$ cat src/rtl/core/v4n_pkg.sv
`timescale 1ns / 1ps
// ----------------------------------------------------------------------------
// v4n_pkg
// Shared constants for the four-component vector length and normalise block.
// ----------------------------------------------------------------------------
package v4n_pkg;

  localparam int COMP_WIDTH_DEF = 16;
  localparam int FRAC_BITS      = 14;
  localparam int UNIT_WIDTH     = 16;
  // Quotient bits of the scaled ratio and root bits of its square root.
  localparam int QUO_WIDTH      = 2 * FRAC_BITS + 1;
  localparam int UROOT_WIDTH    = FRAC_BITS + 1;
  localparam int NUM_LANES      = 4;

  localparam logic [1:0] KIND_SQUARE = 2'd0;
  localparam logic [1:0] KIND_LENGTH = 2'd1;
  localparam logic [1:0] KIND_NORM   = 2'd2;

endpackage

$ cat src/rtl/core/v4n_sqrt_cell.sv
`timescale 1ns / 1ps
// ----------------------------------------------------------------------------
// v4n_sqrt_cell
// One step of a digit-by-digit square root chain: one root bit a cycle.
// ----------------------------------------------------------------------------
module v4n_sqrt_cell #(
  parameter int K = 15
) (
  input  logic           clk,
  input  logic [K+1:0]   rem_i,
  input  logic [K-1:0]   root_i,
  input  logic [2*K-1:0] n_i,
  output logic [K+1:0]   rem_o,
  output logic [K-1:0]   root_o,
  output logic [2*K-1:0] n_o
);
  import v4n_pkg::*;

  logic [K+1:0]   rem_sh;
  logic [K+1:0]   trial;
  logic           ge;
  logic [K+1:0]   rem_r;
  logic [K-1:0]   root_r;
  logic [2*K-1:0] n_r;

  // The partial remainder never reaches 2^K before the last step.
  assign rem_sh = {rem_i[K-1:0], n_i[2*K-1:2*K-2]};
  assign trial  = {root_i, 2'b01};
  assign ge     = (rem_sh >= trial);

  always_ff @(posedge clk) begin
    rem_r  <= ge ? (rem_sh - trial) : rem_sh;
    root_r <= {root_i[K-2:0], ge};
    n_r    <= {n_i[2*K-3:0], 2'b00};
  end

  assign rem_o  = rem_r;
  assign root_o = root_r;
  assign n_o    = n_r;

endmodule

$ cat config.mk
export PLATFORM = sky130hd
export DESIGN_NAME = v4n_sqrt_cell
export DESIGN_NICKNAME = d
export VERILOG_FILES = /design/src/rtl/core/v4n_pkg.sv /design/src/rtl/core/v4n_sqrt_cell.sv
export SDC_FILE = /design/constraint.sdc
export NUM_CORES = 1
export LEC_CHECK = 0
export BUFFER_PORTS_ARGS = -buffer_cell sky130_fd_sc_hd__buf_2
export CAP_MARGIN = 20
export CORE_AREA = 2 2 93 95
export DETAILED_ROUTE_END_ITERATION = 10
export DIE_AREA = 0 0 95 97
export PLACE_DENSITY = 0.65
export SLEW_MARGIN = 25
export SYNTH_ARGS = -nofsm -noshare
export SYNTH_HDL_FRONTEND = slang
export SYNTH_SLANG_ARGS = --single-unit
$ cat constraint.sdc
create_clock -name clk -period 7.36 [get_ports clk]
set_clock_uncertainty 0.15 [all_clocks]
set_input_delay 2.208 -clock clk [delete_from_list [all_inputs] [get_ports clk]]
set_output_delay 2.208 -clock clk [all_outputs]
set_load 0.01 [all_outputs]
# After elaboration in Yosys (flattened, before gate mapping)
# Index checks and enable logic that the tools add are counted.
# W data, S select, Z words.
totals:
  elab_cells: 6
  regBits: 60
  out_inout_bits: 62
  in_bits: 63
op_classes:
  order_cmp: 1
  mux: 1
  addsub: 1
ops:
  columns: ["operator", "count"]
  rows:
  - ["$ge A17 B17 Y1", 1]
  - ["$mux W17", 1]
  - ["$sub A17 B17 Y17", 1]

# Logic depth before layout (Yosys ltp)
logic_depth:
  word_depth: 2
  mapped_depth: 10
  depth_no_buf: 8

# Worst setup path after synthesis
# No wires, ideal clock.
synth_path:
  path_kind: "input port to flip-flop"
  startpoint: "in root_i[8]"
  endpoint: "reg rem_r[10], in the netlist rem_o[10]"
  t_arrival_ps: 3993
  required_time_ps: 7089
  setup_slack_ps: 3096
  path_stages: 10
  setup_ps: 121
  n_path_buf: 2
  cell_sequence: "inv_1 -> ha_1 -> buf_2 -> a21oi_1 -> o21ai_0 -> a21oi_1 -> o21ai_2 -> a31oi_4 -> buf_12 -> mux2_4"
synth_via:
  elab_chain_cells: 2
  word_cells_on_any_way: 3
  cone_classes: "add/sub: 1; order compare: 1; mux: 1"
synth_rtl:
  columns: ["item", "line", "rtl"]
  rows:
  - ["start, declared", "v4n_sqrt_cell.sv:11", "input logic [K-1:0] root_i,"]
  - ["$sub A17 B17 Y17 or $ge A17 B17 Y1 (tied branches)", "v4n_sqrt_cell.sv:32, v4n_sqrt_cell.sv:29", null]
  - ["$mux W17 (*)", "v4n_sqrt_cell.sv:32", "rem_r <= ge ? (rem_sh - trial) : rem_sh;"]
  - ["end signal, assigned", "v4n_sqrt_cell.sv:32", null]
  - ["end, declared", "v4n_sqrt_cell.sv:22", "logic [K+1:0] rem_r;"]
# Every way passes the cells marked *; elsewhere a longest branch is shown, timed or not.

# Worst setup path in the final report
layout_path:
  startpoint: "in rem_i[2]"
  endpoint: "reg rem_r[6], in the netlist rem_o[6]"
layout_via:
  elab_chain_cells: 2
  word_cells_on_any_way: 3
  cone_classes: "add/sub: 1; order compare: 1; mux: 1"
layout_rtl:
  columns: ["item", "line", "rtl"]
  rows:
  - ["start, declared", "v4n_sqrt_cell.sv:10", "input logic [K+1:0] rem_i,"]
  - ["$sub A17 B17 Y17 or $ge A17 B17 Y1 (tied branches)", "v4n_sqrt_cell.sv:32, v4n_sqrt_cell.sv:29", null]
  - ["$mux W17 (*)", "v4n_sqrt_cell.sv:32", null]
# Marked as above.

==> summary.md <==
In the synthesized netlist, the number of instances is 208. The simple-gate share of the synthesized area came out at 6.81%. TritonCTS built the clock tree.

The total track usage was 12.0%. The routed design has 5.24 mm of wire. The mean cell area of the mapped netlist was 11.0 um^2; the layout net count was 415. The detailed-router iteration count before antenna repair is 2, and the detailed-placement wirelength estimate is 4.11 mm. The total overflow left after global routing is 0. Buffers inserted during clock tree synthesis total 9.

The number of warnings issued by yosys was 0. The run gives 0 as the number of endpoints with negative hold slack in the final report. The top flip-flop cell by instance count after synthesis is dfxtp_1. The die height is 97 um. For the initial antenna violation count, the log shows 0. In this run the post-CTS setup repair buffer count came out at 0. The share of cell area taken by muxes after synthesis was 8.93%; the diode insertion count for antenna repair was 0.

After synthesis, the netlist uses 35 different library cells. The power density relative to cell area works out to 266 nW/um^2. In this run the core area contains 33 standard-cell rows. In this run the standard cell core region covers 8130 um^2. For the pin with the worst max-slew slack, the measured transition is 0.831 ns. The fraction of layout instances using a drive strength above 1 works out to 45.9%. Data on the critical path arrives at its endpoint at 4.59 ns.

The tools report the count of vias placed by the detailed router as 1850. The H-tree generated during clock tree synthesis spans 3 levels. The via count of the first global-routing pass was 1818; the number of standard cells in the final layout excluding fillers was 445. The number of enable flip-flop cells after synthesis works out to 0.

The kind of start point of the critical path was a primary input. The dominant combinational cell family by area after synthesis is compound AO/OA/AOI/OAI gates. Derived from the worst setup path, the maximum achievable clock frequency is 222 MHz. At the end of routability-driven placement, the weighted congestion stood at 0.788. Of the available clock period, the critical path in the final layout requires 61.3%.

The xor and xnor area share after synthesis was 6.10%; the reported leakage power was 1.64 nW. The die covers 9220 um^2. Worst-path maximum fanout: 18.

The flow ran to the end, and the final reports show no timing, DRC or antenna violations. The area growth from synthesis to layout is 39.8%. STA puts the critical path data required time at 7.44 ns.

The share of async-settable or async-resettable flops after synthesis is 0%, and the adder-cell share of the synthesized area is 9.26%. The number of placed instances, taps included, is 429. The tree is rooted in a clkbuf_8. The compound-cell area share of the yosys netlist is 10.9%, and the quantity of gates resized following cts is 0. After detailed routing, the number of remaining DRC violations is 0. The worst-case IR drop observed on VDD is 87.3 uV. In this run the cell area of the synthesized design comes to 2300 um^2. Entering global routing, the biggest net connects 19 pins.

The tools report the number of hold buffers added after CTS as 0. The initial core utilization was 28.2%; the routed wirelength normalized by instance count was 11.8 um. For this run, the register share of the synthesized area comes to 52.3%. Headroom to the max-slew limit came out at 44.6%. Final-layout setup total negative slack: 0 ns.

For this design the top-level I/O count stands at 125. The clock passes through at most 2 buffers. In this run the worst hold path is classified as primary input to register. The kind of end point of the critical path was a register. The worst hold path begins at n_i[22]. In this run the tool buffered the top-level ports with 120 buffer cells.

The tools report the end point of the worst hold path as n_o[24]$_DFF_P_. Setup violations remaining at the end of the flow were counted as 0. Setup repair after global routing left no endpoint under its margin. Counting every sink on the clock net gives 60. Subtracting the final worst setup slack from the clock period gives 4.51 ns. After clock tree synthesis, the clock-pin slew on the worst setup and hold paths is 0.07 ns. The detail route stage leaves a number of antenna-violating nets equal to 0. From left edge to right edge, the die measures 95 um. The completed layout was analyzed and its total power is 0.856 mW. For the max-slew violation count, the log shows 0. Number of storage elements in the synthesis netlist: 60. The logs give 0 for the number of maximum-capacitance violations and 8.49 mm for the global-route wire length before repair.

The number of cells on the worst hold path was 1. The critical path is of the primary input to register type. The detailed router finished its first iteration with 35 violations. Using the TritonRoute via totals, the vias-per-cell ratio works out to 4.16.
## stage by stage
step	util [%]	cell area, um^2	setup slack [ns]	hold slack (ns)
finish	39.5	3210	2.85	1.82
global route	39.5	3210	2.65	1.78
CTS	39.5	3210	2.80	1.80
detailed placement	36.7	2990	2.46	2.16
global placement	36.7	2990	2.47	2.16
floorplan	-	2300	3.10	2.09
## state kept, by name (all words and copies together) (netlist names)
signal  count
n_o        28
root_o     15
rem_o      17
## cells in the final DEF, fill, tap and decap left out, types with 2 or more instances in the layout
master and count:
nand2b_1 2, nor2_1 7, clkinv_4 2, a31oi_1 4, buf_2 120, mux2_4 7
dfxtp_1 60, nand2_1 12, o21ai_0 8, and3_1 2, bufinv_16 2, ha_1 17
clkbuf_8 9, nand3_1 2, o21ai_2 2, xnor2_1 5, xor2_1 11, a21oi_1 15
nand4_1 3, a21o_1 2, nor3_1 2, mux2_2 8, inv_1 22, conb_1 2
## layer usage
metal	GRT usage, %	part of all wire, %	up-vias
met5	0	0	-
met4	4.35	1.4	0
met3	5.22	10	8
met2	20.0	47	85
met1	13.4	41	805
li1	-	-	952
## worst max-delay path, stage by stage
cell	delay [ns]
buf_2	0.11
ha_1	0.37
a21oi_1	0.19
o21ai_2	0.12
o2111ai_2	0.32
o21ai_2	0.15
a31oi_4	0.71
mux2_2	0.41
## how the worst max path moves through the flow
stage                   start                 to  slack [ns]  depth (start not counted)
CTS                  rem_i[2]   rem_o[6]$_DFF_P_        2.80                          8
global route        root_i[2]   rem_o[3]$_DFF_P_        2.65                          9
finish               rem_i[2]   rem_o[6]$_DFF_P_        2.85                          8
detailed placement  root_i[6]   rem_o[6]$_DFF_P_        2.46                          9
global placement     rem_i[2]   rem_o[7]$_DFF_P_        2.47                          8
floorplan           root_i[8]  rem_o[10]$_DFF_P_        3.10                         10
## cell families (layout without fill, tap and decap cells)
kind of cell | after synthesis | count (layout)
flops | 60 | 60
other cells | 1 | 2
compound gates | 38 | 38
simple gates | 33 | 33
fa+ha+maj | 17 | 17
buf+inv | 27 | 158
xor+xnor | 16 | 16
mux | 16 | 16
## where the power goes
part | internal, mW | switching, mW
registers | 0.355 | 0.00625
clock network | 0.192 | 0.137
logic | 0.0802 | 0.0851
total | 0.627 | 0.228
## cell type report
| cell class | count | area [um^2] |
|---|---|---|
| multi-input cells | 122 | 973 |
| repair buffers | 120 | 601 |
| fillers | 814 | 4920 |
| clock buffers | 9 | 124 |
| flip-flops and latches | 60 | 1200 |
| well taps | 105 | 131 |
| inverters | 22 | 82.6 |
| clock inverters | 7 | 98.8 |
## cells in the mapped netlist, types with 2 or more instances
library cell / count / area (um^2)
dfxtp_1: 60 / 1200
inv_1: 22 / 82.6
ha_1: 17 / 213
a21oi_1: 15 / 75.1
nand2_1: 12 / 45.0
xor2_1: 11 / 96.3
mux2_2: 8 / 90.1
o21ai_0: 8 / 40.0
mux2_4: 7 / 105
nor2_1: 7 / 26.3
xnor2_1: 5 / 43.8
a31oi_1: 4 / 25.0
nand4_1: 3 / 18.8
a21o_1: 2 / 15.0
and3_1: 2 / 12.5
buf_4: 2 / 15.0
nand2b_1: 2 / 12.5
nand3_1: 2 / 10.0
nor3_1: 2 / 10.0
o21ai_2: 2 / 17.5
Power figures use the tool's default switching activity.
