--- src/rtl/core/v4n_pkg.sv ---
`timescale 1ns / 1ps
// ----------------------------------------------------------------------------
// v4n_pkg
// Shared constants for the four-component vector length and normalise block.
// ----------------------------------------------------------------------------
package v4n_pkg;

  localparam int COMP_WIDTH_DEF = 16;
  localparam int FRAC_BITS      = 14;
  localparam int UNIT_WIDTH     = 16;
  // Quotient bits of the scaled ratio and root bits of its square root.
  localparam int QUO_WIDTH      = 2 * FRAC_BITS + 1;
  localparam int UROOT_WIDTH    = FRAC_BITS + 1;
  localparam int NUM_LANES      = 4;

  localparam logic [1:0] KIND_SQUARE = 2'd0;
  localparam logic [1:0] KIND_LENGTH = 2'd1;
  localparam logic [1:0] KIND_NORM   = 2'd2;

endpackage

--- src/rtl/core/v4n_div_cell.sv ---
`timescale 1ns / 1ps
// ----------------------------------------------------------------------------
// v4n_div_cell
// One step of a restoring divider chain: yields one quotient bit a cycle.
// ----------------------------------------------------------------------------
module v4n_div_cell #(
  parameter int DW    = 33,
  parameter int QW    = 29,
  parameter bit FIRST = 1'b0
) (
  input  logic          clk,
  input  logic [DW:0]   rem_i,
  input  logic [QW-1:0] quo_i,
  input  logic [DW-1:0] den_i,
  output logic [DW:0]   rem_o,
  output logic [QW-1:0] quo_o,
  output logic [DW-1:0] den_o
);
  import v4n_pkg::*;

  logic [DW:0]   rem_sh;
  logic          ge;
  logic [DW:0]   rem_nxt;
  logic [QW-1:0] quo_nxt;
  logic [DW:0]   rem_r;
  logic [QW-1:0] quo_r;
  logic [DW-1:0] den_r;

  // The first step compares the numerator itself; later steps shift first.
  assign rem_sh  = FIRST ? rem_i : {rem_i[DW-1:0], 1'b0};
  assign ge      = (rem_sh >= {1'b0, den_i});
  assign rem_nxt = ge ? (rem_sh - {1'b0, den_i}) : rem_sh;
  assign quo_nxt = {quo_i[QW-2:0], ge};

  always_ff @(posedge clk) begin
    rem_r <= rem_nxt;
    quo_r <= quo_nxt;
    den_r <= den_i;
  end

  assign rem_o = rem_r;
  assign quo_o = quo_r;
  assign den_o = den_r;

endmodule

--- config.mk ---
export PLATFORM = sky130hd
export DESIGN_NAME = v4n_div_cell
export DESIGN_NICKNAME = d
export VERILOG_FILES = /design/src/rtl/core/v4n_pkg.sv /design/src/rtl/core/v4n_div_cell.sv
export SDC_FILE = /design/constraint.sdc
export NUM_CORES = 1
export LEC_CHECK = 0
export ABC_AREA = 1
export BUFFER_PORTS_ARGS = -buffer_cell sky130_fd_sc_hd__buf_2
export CAP_MARGIN = 5
export CORE_ASPECT_RATIO = 0.7
export CORE_MARGIN = 2
export CORE_UTILIZATION = 38
export CTS_CLUSTER_SIZE = 14
export DETAILED_ROUTE_END_ITERATION = 12
export GPL_ROUTABILITY_DRIVEN = 0
export GPL_TIMING_DRIVEN = 0
export PLACE_DENSITY_LB_ADDON = 0.05
export SETUP_SLACK_MARGIN = 0.05
export SYNTH_ARGS = -nofsm -noshare
export SYNTH_HDL_FRONTEND = slang
export SYNTH_SLANG_ARGS = --single-unit
--- constraint.sdc ---
create_clock -name clk -period 2.05 [get_ports clk]
set_input_delay 0.3075 -clock clk [delete_from_list [all_inputs] [get_ports clk]]
set_output_delay 0.3075 -clock clk [all_outputs]
set_load 0.02 [all_outputs]
* After elaboration in Yosys (flattened, before gate mapping)
Index checks and enable logic that the tools add are counted.
** Storage, ports and cells
- Bits in registers :: 96
- Bits in latches :: 0
- Memory bits (writable) :: 0
- ROM bits :: 0
- Input port bits :: 97
- Output and inout port bits :: 96
- Word-level logic and storage cells :: 7
- Memories kept :: 0
** Operators by class
- Add/sub/neg operators :: 1
- $mul :: 0
- Div/mod/pow operators :: 0
- Magnitude comparators :: 1
- Equality and inequality tests :: 0
- Shift-type cells :: 0
- Muxes and demuxes :: 1
- Bitwise operators :: 0
- Reduce and logical (&&, ||, !) cells :: 0
** Operators with widths (number)
- $ge 34x33->1 :: 1
- $mux 34 :: 1
- $sub 34x33->34 :: 1

* Logic depth before layout (Yosys ltp)
Gate-level depths: netlist of the first run.
- Word-level depth :: 2
- Gate-level depth with buffers :: 16
- Depth with buffers taken out :: 16

* Worst setup path before layout of the first run
No wires, ideal clock.
- Path type :: input-to-reg
- Start :: input den_i[29]
- End :: register rem_r[17] (netlist: rem_o[17])
- Setup time :: 0.112 ns
- Data arrival time :: 1.668 ns
- Required time :: 1.938 ns
- Setup slack :: 0.270 ns
- Stages on the path :: 11
- Buffers on the path :: 1
- Cells stage by stage :: inv_1 > ha_1 > a21oi_1 > o21ai_0 > a21oi_1 > nand2_1 > nor2_2 > nand2_4 > buf_8 > nand2_1 > nand2_1
** Between the ends
- Cells in the longest elaborated chain, start to end :: 2
** RTL lines
- start, declared :: RTL line v4n_div_cell.sv:14 : input logic [DW-1:0] den_i,
- $ge 34x33->1 :: RTL line v4n_div_cell.sv:31 : assign ge = (rem_sh >= {1'b0, den_i});
- $mux 34 :: RTL line v4n_div_cell.sv:32 : assign rem_nxt = ge ? (rem_sh - {1'b0, den_i}) : rem_sh;
- via rem_nxt[17] :: RTL line v4n_div_cell.sv:23 : logic [DW:0] rem_nxt;
- end signal, assigned :: RTL line v4n_div_cell.sv:36 : rem_r <= rem_nxt;
- end, declared :: RTL line v4n_div_cell.sv:25 : logic [DW:0] rem_r;
The timed path passes the listed nets, and every way through them passes these cells.
A chain may end at the register's enable or synchronous reset.

* Worst setup path in the final report of the first run
- Start :: input rem_i[5]
- End :: register rem_r[31] (netlist: rem_o[31])
** Between the ends
- Cells in the longest elaborated chain, start to end :: 2
- Elaborated cells between the ends (all ways) :: 3
- Classes of those cells :: 1 x add/sub; 1 x order compare; 1 x mux
** RTL lines
- start, declared :: RTL line v4n_div_cell.sv:12 : input logic [DW:0] rem_i,
- $sub 34x33->34 or $ge 34x33->1 (tied branches) :: RTL line v4n_div_cell.sv:32, v4n_div_cell.sv:31
- $mux 34 (*) :: RTL line v4n_div_cell.sv:32
- via rem_nxt[31] :: RTL line v4n_div_cell.sv:23
Mark *: on every way through the listed nets, which the timed path passes. The rest lies on a longest branch.

==> results_dict.tcl, run 1 <==
set metrics [dict create \
    hold_end "quo_o[19]" \
    clk_pin_slew_worst_paths_ns 0.07 \
    ant_nets 0 \
    htreeDepth 3 \
    synth.most_common_cell "nand2_1" \
    layout.nets 1099 \
    hp-start "quo_i[18]" \
    vias 5080 \
    antenna_cells 0 \
    drt-total-wl_mm 14.2 \
    track_usage 0.199 \
    drtIter0Drc 328 \
    core_mm2 0.0132 \
    synth_area_mm2 0.00519 \
    power_density_mw_per_mm2 804 \
    start_util 0.392 \
    areaGrowthSynthToFinish_pct 29.0 \
    ys_seq_area_frac 0.370 \
    grt_pass1_wl_mm 22.5 \
    synthMuxAreaShare 0 \
    synth_edf_count 0 \
    worst_slack_ns 0.177 \
    io_buffers 190 \
    avgSynthCellArea_um2 6.76 \
    cellLeakagePower_nw 3.94 \
    yosysUniqueCellTypes 32 \
    crit_fanout 4 \
    dpl.hpwl_mm 11.9 \
    clockBufferDepth 2 \
    ir_worst_vdd_mv 0.401 \
    p_int_mw 3.51 \
    synthTopCellsByCount "nand2_1, inv_1, dfxtp_1, nor2_1, ha_1" \
    die_area_mm2 0.0146 \
    die_h_um 102 \
    synth_fa_ha_area_frac 0.0834 \
    antenna_found_initial 0 \
    grt_pass1_vias 4544 \
    tritoncts "built" \
    tns_ns 0 \
    synthCells 767 \
    pwr-share-clk 0.312 \
    maxCapViolCount 0 \
    pre_cts_ws_ns -0.241 \
    synth_top_family_by_area "simple AND/OR/NAND/NOR gates" \
    synth_top_cell_by_area "dfxtp_1" \
    drt-pass1-iter-count 5 \
    p_switching_mw 1.87 \
    numCtsBuffers 9 \
    placed_area_mm2 0.00637 \
    fin_area_mm2 0.00669 \
    grt_max_degree 19 \
    min_path_type "input pin to flip-flop" \
    arrival_ns 2.13 \
    report.final.setup_viol 0 \
    synth_xor_area_frac 0.0270 \
    worstMarginPinSlew_ns 0.420 \
    ys_seq_elements 96 \
    drcViolationCount 0 \
    viasPerCell 4.39 \
    yosys_warnings 0 \
    rows 35 \
    report.power.total_mw 5.38 \
    p_seq_frac 0.391 \
    yosys.area_share.simple 0.359 \
    crit_path_end_kind "flip-flop" \
    hold_viol_final 0 \
    worstPathRequired_ns 2.31 \
    avgRoutedWirePerCell_um 12.3 \
    post-route-min-period_ns 1.87 \
    fin_crit_sh 0.913 \
    ioPinCount 193 \
    synth.area.top_cells "dfxtp_1, nand2_1, inv_1" \
    finalMaxSlewViolations 0 \
    grt.overflow.total 0 \
    critical_path_class "input pin to flip-flop" \
    worstHoldPathCells 1 \
    layout-drive-gt1-share 0.272 \
    worst_setup_path_start_kind "input pin" \
    clock-root-buffer "clkbuf_16" \
    max_freq_ghz 0.534 \
    critical_path.cell_chain "buf_2 -> ha_1 -> nand2_1 -> inv_1 -> a21oi_1 -> nand2_1 -> nand2_1 -> nand2_1 -> nand2_1 -> nand3_1 -> nand3_2 -> nand2_1" \
    rsz0062_at_grt "false" \
    max-slew-margin-rel 0.720 \
    clock_sinks 96 \
    switching_share 0.348 \
    syn_nets 898 \
    synth-main-ff-cell "dfxtp_1" \
    synth_compound_area_frac 0.0417 \
    die_width_um 144 \
    crit_path_top_delay_cell "ha_1" \
    slowest_delay_ns 0.34 \
    cp_common_cell "nand2_1" \
    synth_top_area_frac 0.370 \
    combinationalPowerShare 0.297 \
    async_reset_ff_frac 0 \
    status "complete, no violations" \
]
stage by stage:
step	hold WS, ns	utilization	std cells
global route	0.0374	0.506	1158
CTS	0.0421	0.505	1158
floorplan	0.335	-	767
global placement	0.410	0.482	1142
detailed placement	0.411	0.482	1142
finish	0.0476	0.506	1158
area by class of cell:
type                       count  area [um^2]
clock inverter                 6         63.8
buffer                         6         71.3
timing repair buffer         190          951
clock buffer                  10          239
multi-input combinational    520         2670
tap                          185          231
fill                        1416         6530
sequential                    96         1920
inverter                     145          544
power by group through the flow:
| stage | Sequential [mW] | Clock (mW) | Combinational, mW |
|---|---|---|---|
| final | 2.10 | 1.68 | 1.60 |
| after CTS | 2.11 | 1.73 | 1.59 |
| after floorplan | 2.42 | 0 | 0.788 |
| after detailed placement | 2.15 | 0 | 1.59 |
| after global routing | 2.12 | 1.81 | 1.79 |
| after global placement | 2.15 | 0 | 1.58 |
cells by family after synthesis:
family / after synthesis
compound gates: 38
flops: 96
buf+inv: 151
simple gates: 432
fa+ha+maj: 34
xor+xnor: 16
worst max path at each step:
stage | from | end | slack, ns
final | rem_i[5] | rem_o[31] | 0.18
after global routing | den_i[17] | rem_o[25] | 0.06
after CTS | den_i[11] | rem_o[29] | 0.13
after detailed placement | den_i[11] | rem_o[29] | -0.24
after global placement | den_i[11] | rem_o[29] | -0.28
after floorplan | den_i[29] | rem_o[17] | 0.27
critical path: cells and delay by family:
family                   cells  cell delay [ns]
AND/OR/NAND/NOR              8             1.00
adder cells (fa/ha/maj)      1             0.34
AO/OA/AOI/OAI                1             0.30
buffers and inverters        2             0.15
metal layers:
layer | track usage | vias to the layer above | routed length (um)
li1 | - | 2706 | -
met1 | 0.316 | 2173 | 7800
met2 | 0.263 | 188 | 5110
met3 | 0.0440 | 13 | 1160
met4 | 0.0513 | 0 | 165
met5 | 0 | - | 0
sequential cells by signal, summed over array words and instances, names as in the netlist:
signal,cells
den_o,33
quo_o,29
rem_o,34
layout by cell type (no fill, tap or decap), types with 8 or more instances in the layout:
cell	instances
clkbuf_16	9
nand3_1	22
nand4_1	8
a21oi_1	18
inv_1	139
nor2_2	10
dfxtp_1	96
nand2_1	305
ha_1	32
nor2_1	46
nand3_2	8
xor2_1	13
nand2_2	13
buf_2	190
timing repair:
item                                    CTS  global route
endpoints found under the setup margin    0            32
hold buffers                              0             0
setup buffers                             0             0
gates resized for setup                   0             6
No activity file was read; power rests on OpenSTA's default activity.
==> inputs of run 2 (changes only) <==
Settings changed: PLACE_DENSITY from default to 0.66, PLACE_DENSITY_LB_ADDON 0.05 to default.
==> run 2 against run 1 <==
Effect of this change: sequential share of layout area is 0.15 points lower; via count is 0.89% higher; cell count hardly changed; utilization is 0.27 points higher; cell area is 0.54% higher; die area stayed put; clock power is 3% higher; sequential power hardly changed; critical path type unchanged; sequential cell count stayed put.
==> results_dict.tcl, run 2 (same netlist as run 1, synthesis figures left out) <==
set metrics [dict create \
    status "complete, no violations" \
    drtIter0Drc 314 \
    worst_setup_path_start_kind "input pin" \
    rows 35 \
    pre_cts_ws_ns -0.226 \
    fin_crit_sh 0.924 \
    dpl.hpwl_mm 11.8 \
    worst_slack_ns 0.155 \
    min_path_type "input pin to flip-flop" \
    max-slew-margin-rel 0.754 \
    nFillCells 1408 \
    power_density_mw_per_mm2 810 \
    maxCapViolCount 0 \
    layout-drive-gt1-share 0.276 \
    antenna_cells 0 \
    cts_hold_buffers 0 \
    report.power.total_mw 5.45 \
    drt-pass1-iter-count 5 \
    clockBufferDepth 2 \
    worstPathRequired_ns 2.29 \
    antenna_found_initial 0 \
    worstMarginPinSlew_ns 0.365 \
    crit_fanout 10 \
    largest_reg_flops 34 \
    grt_pass1_vias 4520 \
    track_usage 0.193 \
    arrival_ns 2.13 \
    numCtsBuffers 9 \
    mostFrequentLayoutCell "nand2_1" \
    drcViolationCount 0 \
    tritoncts "built" \
    finalMaxSlewViolations 0 \
    post-route-min-period_ns 1.90 \
    ioPinCount 193 \
    cellLeakagePower_nw 3.94 \
    grt_max_degree 16 \
    ir_worst_vdd_mv 0.403 \
    die_h_um 102 \
    die_width_um 144 \
    core_mm2 0.0132 \
    areaGrowthSynthToFinish_pct 29.7 \
    htreeDepth 3 \
    clk_pin_slew_worst_paths_ns 0.07 \
    layout.nets 1099 \
    clock_sinks 96 \
    ant_nets 0 \
    max_freq_ghz 0.528 \
    drt-total-wl_mm 14.2 \
    grt_pass1_wl_mm 21.9 \
    viasPerCell 4.43 \
    utilization 0.509 \
    clock-root-buffer "clkbuf_16" \
    vias 5125 \
    avgRoutedWirePerCell_um 12.3 \
    hold_viol_final 0 \
    grt.overflow.total 0 \
    crit_start "den_i[31]" \
    rsz0062_at_grt "false" \
    crit_path_end_kind "flip-flop" \
    hp-start "quo_i[14]" \
    io_buffers 190 \
    critical_path_class "input pin to flip-flop" \
    die_area_mm2 0.0146 \
    report.final.setup_viol 0 \
    layout_common_cells "nand2_1, buf_2, inv_1" \
    start_util 0.392 \
]
==> run 2: cell types whose count changed in the layout (fill, tap and decap cells not counted), moves of 2 or more <==
cell / before / now
ha_1: 32 / 28
ha_2: 1 / 4
inv_8: 2 / 0
nor2_2: 10 / 7
nor2_4: 2 / 5
==> run 2: worst max-delay path: stages <==
cell and delay (ns):
buf_2 0.10, inv_1 0.05, ha_2 0.29, a21oi_1 0.22
o21ai_0 0.14, a21oi_1 0.24, nand2_1 0.10, nor2_2 0.16
nand2_4 0.13, buf_8 0.18, nand2_1 0.13, nand2_1 0.07
==> run 2: per-stage QoR <==
stage          instance area [um^2]  hold slack [ns]  std cells  setup TNS [ns]
6_report                       6730           0.0564       1157               0
4_1_cts                        6680           0.0497       1157               0
2_1_floorplan                  5190            0.335        767               0
3_3_place_gp                   6370            0.409       1142           -4.68
5_1_grt                        6730           0.0440       1157               0
3_5_place_dp                   6370            0.411       1142           -4.98
==> run 2: what timing repair did <==
| item | CTS | global route |
|---|---|---|
| setup buffers | 0 | 0 |
| setup endpoints to repair | 0 | 29 |
| gates resized for setup | 0 | 14 |
==> run 2: metal layers <==
layer  track usage  vias up  wire length (um)
met5             0        -                 0
met4        0.0309        0                98
met1         0.298     2207              7430
li1              -     2710                 -
met2         0.264      195              5400
met3        0.0572       13              1300
==> run 2: where the power goes <==
group / internal (mW) / leakage [nW] / switching (mW)
Clock: 1.01 / 0.152 / 0.720
Combinational: 0.560 / 2.98 / 1.05
Sequential: 2.07 / 0.810 / 0.0388
==> run 2: worst paths after layout <==
check / slack, ns / cells past startpoint / to
worst max-delay path: 0.15 / 12 / rem_o[20]
worst min-delay path: 0.06 / 1 / quo_o[15]
==> run 2: final cells by class <==
cell class | instances | area (um^2) | area share
clock buffers | 11 | 253 | 0.0376
plain buffers | 6 | 71.3 | 0.0106
inverters | 145 | 544 | 0.0809
well taps | 185 | 231 | 0.0344
flip-flops and latches | 96 | 1920 | 0.286
multi-input cells | 520 | 2710 | 0.402
repair buffers | 190 | 951 | 0.141
clock inverters | 4 | 52.6 | 0.00781
==> inputs of run 3 (changes only) <==
Settings changed: CAP_MARGIN 5 to 0, CORE_UTILIZATION 38 to 54, PLACE_DENSITY 0.66 to 0.88.
Clock period 2.05 ns to 2.2 ns, I/O delays scaled along.
==> run 3 against run 2 <==
Effect of this change: first-iteration DRC count grew 64%; clock power shrank 6%; via count grew 3.8%; critical path depth grew 2; clock-buffer cell count is the same; die area shrank 29%; critical endpoint is now rem_o[29]; critical path type unchanged; sequential share of layout area grew 0.52 points; wire length shrank 2.3%.
==> results_dict.tcl, run 3 (same netlist as run 1, synthesis figures left out) <==
set metrics [dict create \
    grt.overflow.total 0 \
    rows 29 \
    met1_usage 0.363 \
    avgRoutedWirePerCell_um 12.7 \
    hold_viol_final 0 \
    start_util 0.563 \
    cts_hold_buffers 0 \
    core_mm2 0.00922 \
    maxCapViolCount 0 \
    mostFrequentLayoutCell "nand2_1" \
    cellLeakagePower_nw 3.94 \
    worstMarginPinSlew_ns 0.636 \
    layout.nets 1099 \
    critical_path_class "input pin to flip-flop" \
    clockBufferDepth 2 \
    cts_setup_buffers 0 \
    antenna_cells 0 \
    drt-pass1-iter-count 5 \
    grt_pass1_wl_mm 21.7 \
    tritoncts "built" \
    htreeDepth 3 \
    worstPathRequired_ns 2.45 \
    ir_worst_vdd_mv 0.618 \
    clock_sinks 96 \
    areaGrowthSynthToFinish_pct 27.4 \
    layout_common_cells "nand2_1, buf_2, inv_1" \
    post-place-cells 1081 \
    grt.busiest_layer "met2" \
    worst_setup_path_start_kind "input pin" \
    largest_reg_flops 34 \
    arrival_ns 2.31 \
    finalMaxSlewViolations 0 \
    nFillCells 771 \
    io_buffers 190 \
    status "complete, no violations" \
    crit_fanout 4 \
    drt-total-wl_mm 13.9 \
    min_path_type "input pin to flip-flop" \
    viasPerCell 4.85 \
    drcViolationCount 0 \
    max-slew-margin-rel 0.573 \
    ant_nets 0 \
    antenna_found_initial 0 \
    post-route-min-period_ns 2.07 \
    fin_crit_sh 0.939 \
    drtIter0Drc 515 \
    ioPinCount 193 \
    numCtsBuffers 9 \
    grt_max_degree 17 \
    max_freq_ghz 0.484 \
    cts_resized 0 \
    met2_usage 0.410 \
    power_density_mw_per_mm2 769 \
    fin_cells 1097 \
    die_width_um 121 \
    layout-drive-gt1-share 0.266 \
    clock-root-buffer "clkbuf_16" \
    clk_pin_slew_worst_paths_ns 0.07 \
    die_area_mm2 0.0104 \
    crit_path_end_kind "flip-flop" \
    report.power.total_mw 5.08 \
    dpl.hpwl_mm 11.2 \
    grt_pass1_vias 4819 \
    die_h_um 86.0 \
    track_usage 0.262 \
    report.final.setup_viol 0 \
    vias 5319 \
    hold_ws_ns 0.0779 \
    use_met3 0.0672 \
    rsz0062_at_grt "false" \
]
## run 3: cell type report
class / instances / area [um^2] / share of cell area
multi-input cells: 520 / 2650 / 0.401
flip-flops and latches: 96 / 1920 / 0.291
repair buffers: 190 / 951 / 0.144
inverters: 145 / 544 / 0.0823
clock buffers: 11 / 253 / 0.0382
well taps: 124 / 155 / 0.0235
plain buffers: 6 / 71.3 / 0.0108
clock inverters: 5 / 62.6 / 0.00946
## run 3: power by group
part / leakage, nW / total [mW] / internal [mW] / switching, mW
Combinational: 2.98 / 1.49 / 0.514 / 0.975
Clock: 0.154 / 1.63 / 0.953 / 0.673
Sequential: 0.810 / 1.97 / 1.93 / 0.0399
Total: 3.94 / 5.08 / 3.39 / 1.69
## run 3: metrics by stage
step	cell area, um^2	setup TNS (ns)	util	setup WS [ns]
finish	6610	0	0.717	0.134
global route	6610	0	0.717	0.0893
CTS	6610	0	0.717	0.303
detailed placement	6290	-0.173	0.683	-0.0325
global placement	6290	0	0.683	0.00501
floorplan	5190	0	-	0.397
## run 3: worst paths after layout
path	end	from	cells past startpoint
setup / recovery	rem_o[29]	den_i[3]	14
hold / removal	quo_o[1]	quo_i[0]	1
## run 3: metal layers
layer  part of all wire  wire, um
met4              0.015       214
met1               0.44      6150
met2               0.42      5900
met5                  0         0
met3               0.12      1640
## run 3: worst max-delay path: stages
cell and delay (ns):
buf_2 0.09, inv_1 0.04, ha_1 0.36, nand2_1 0.15, inv_1 0.09, nand2_1 0.06, nand2_1 0.10, nor2_1 0.09
o21ai_1 0.52, nand2_1 0.21, nand2_1 0.11, nand2_1 0.06, nand3_2 0.07, nand2_1 0.04
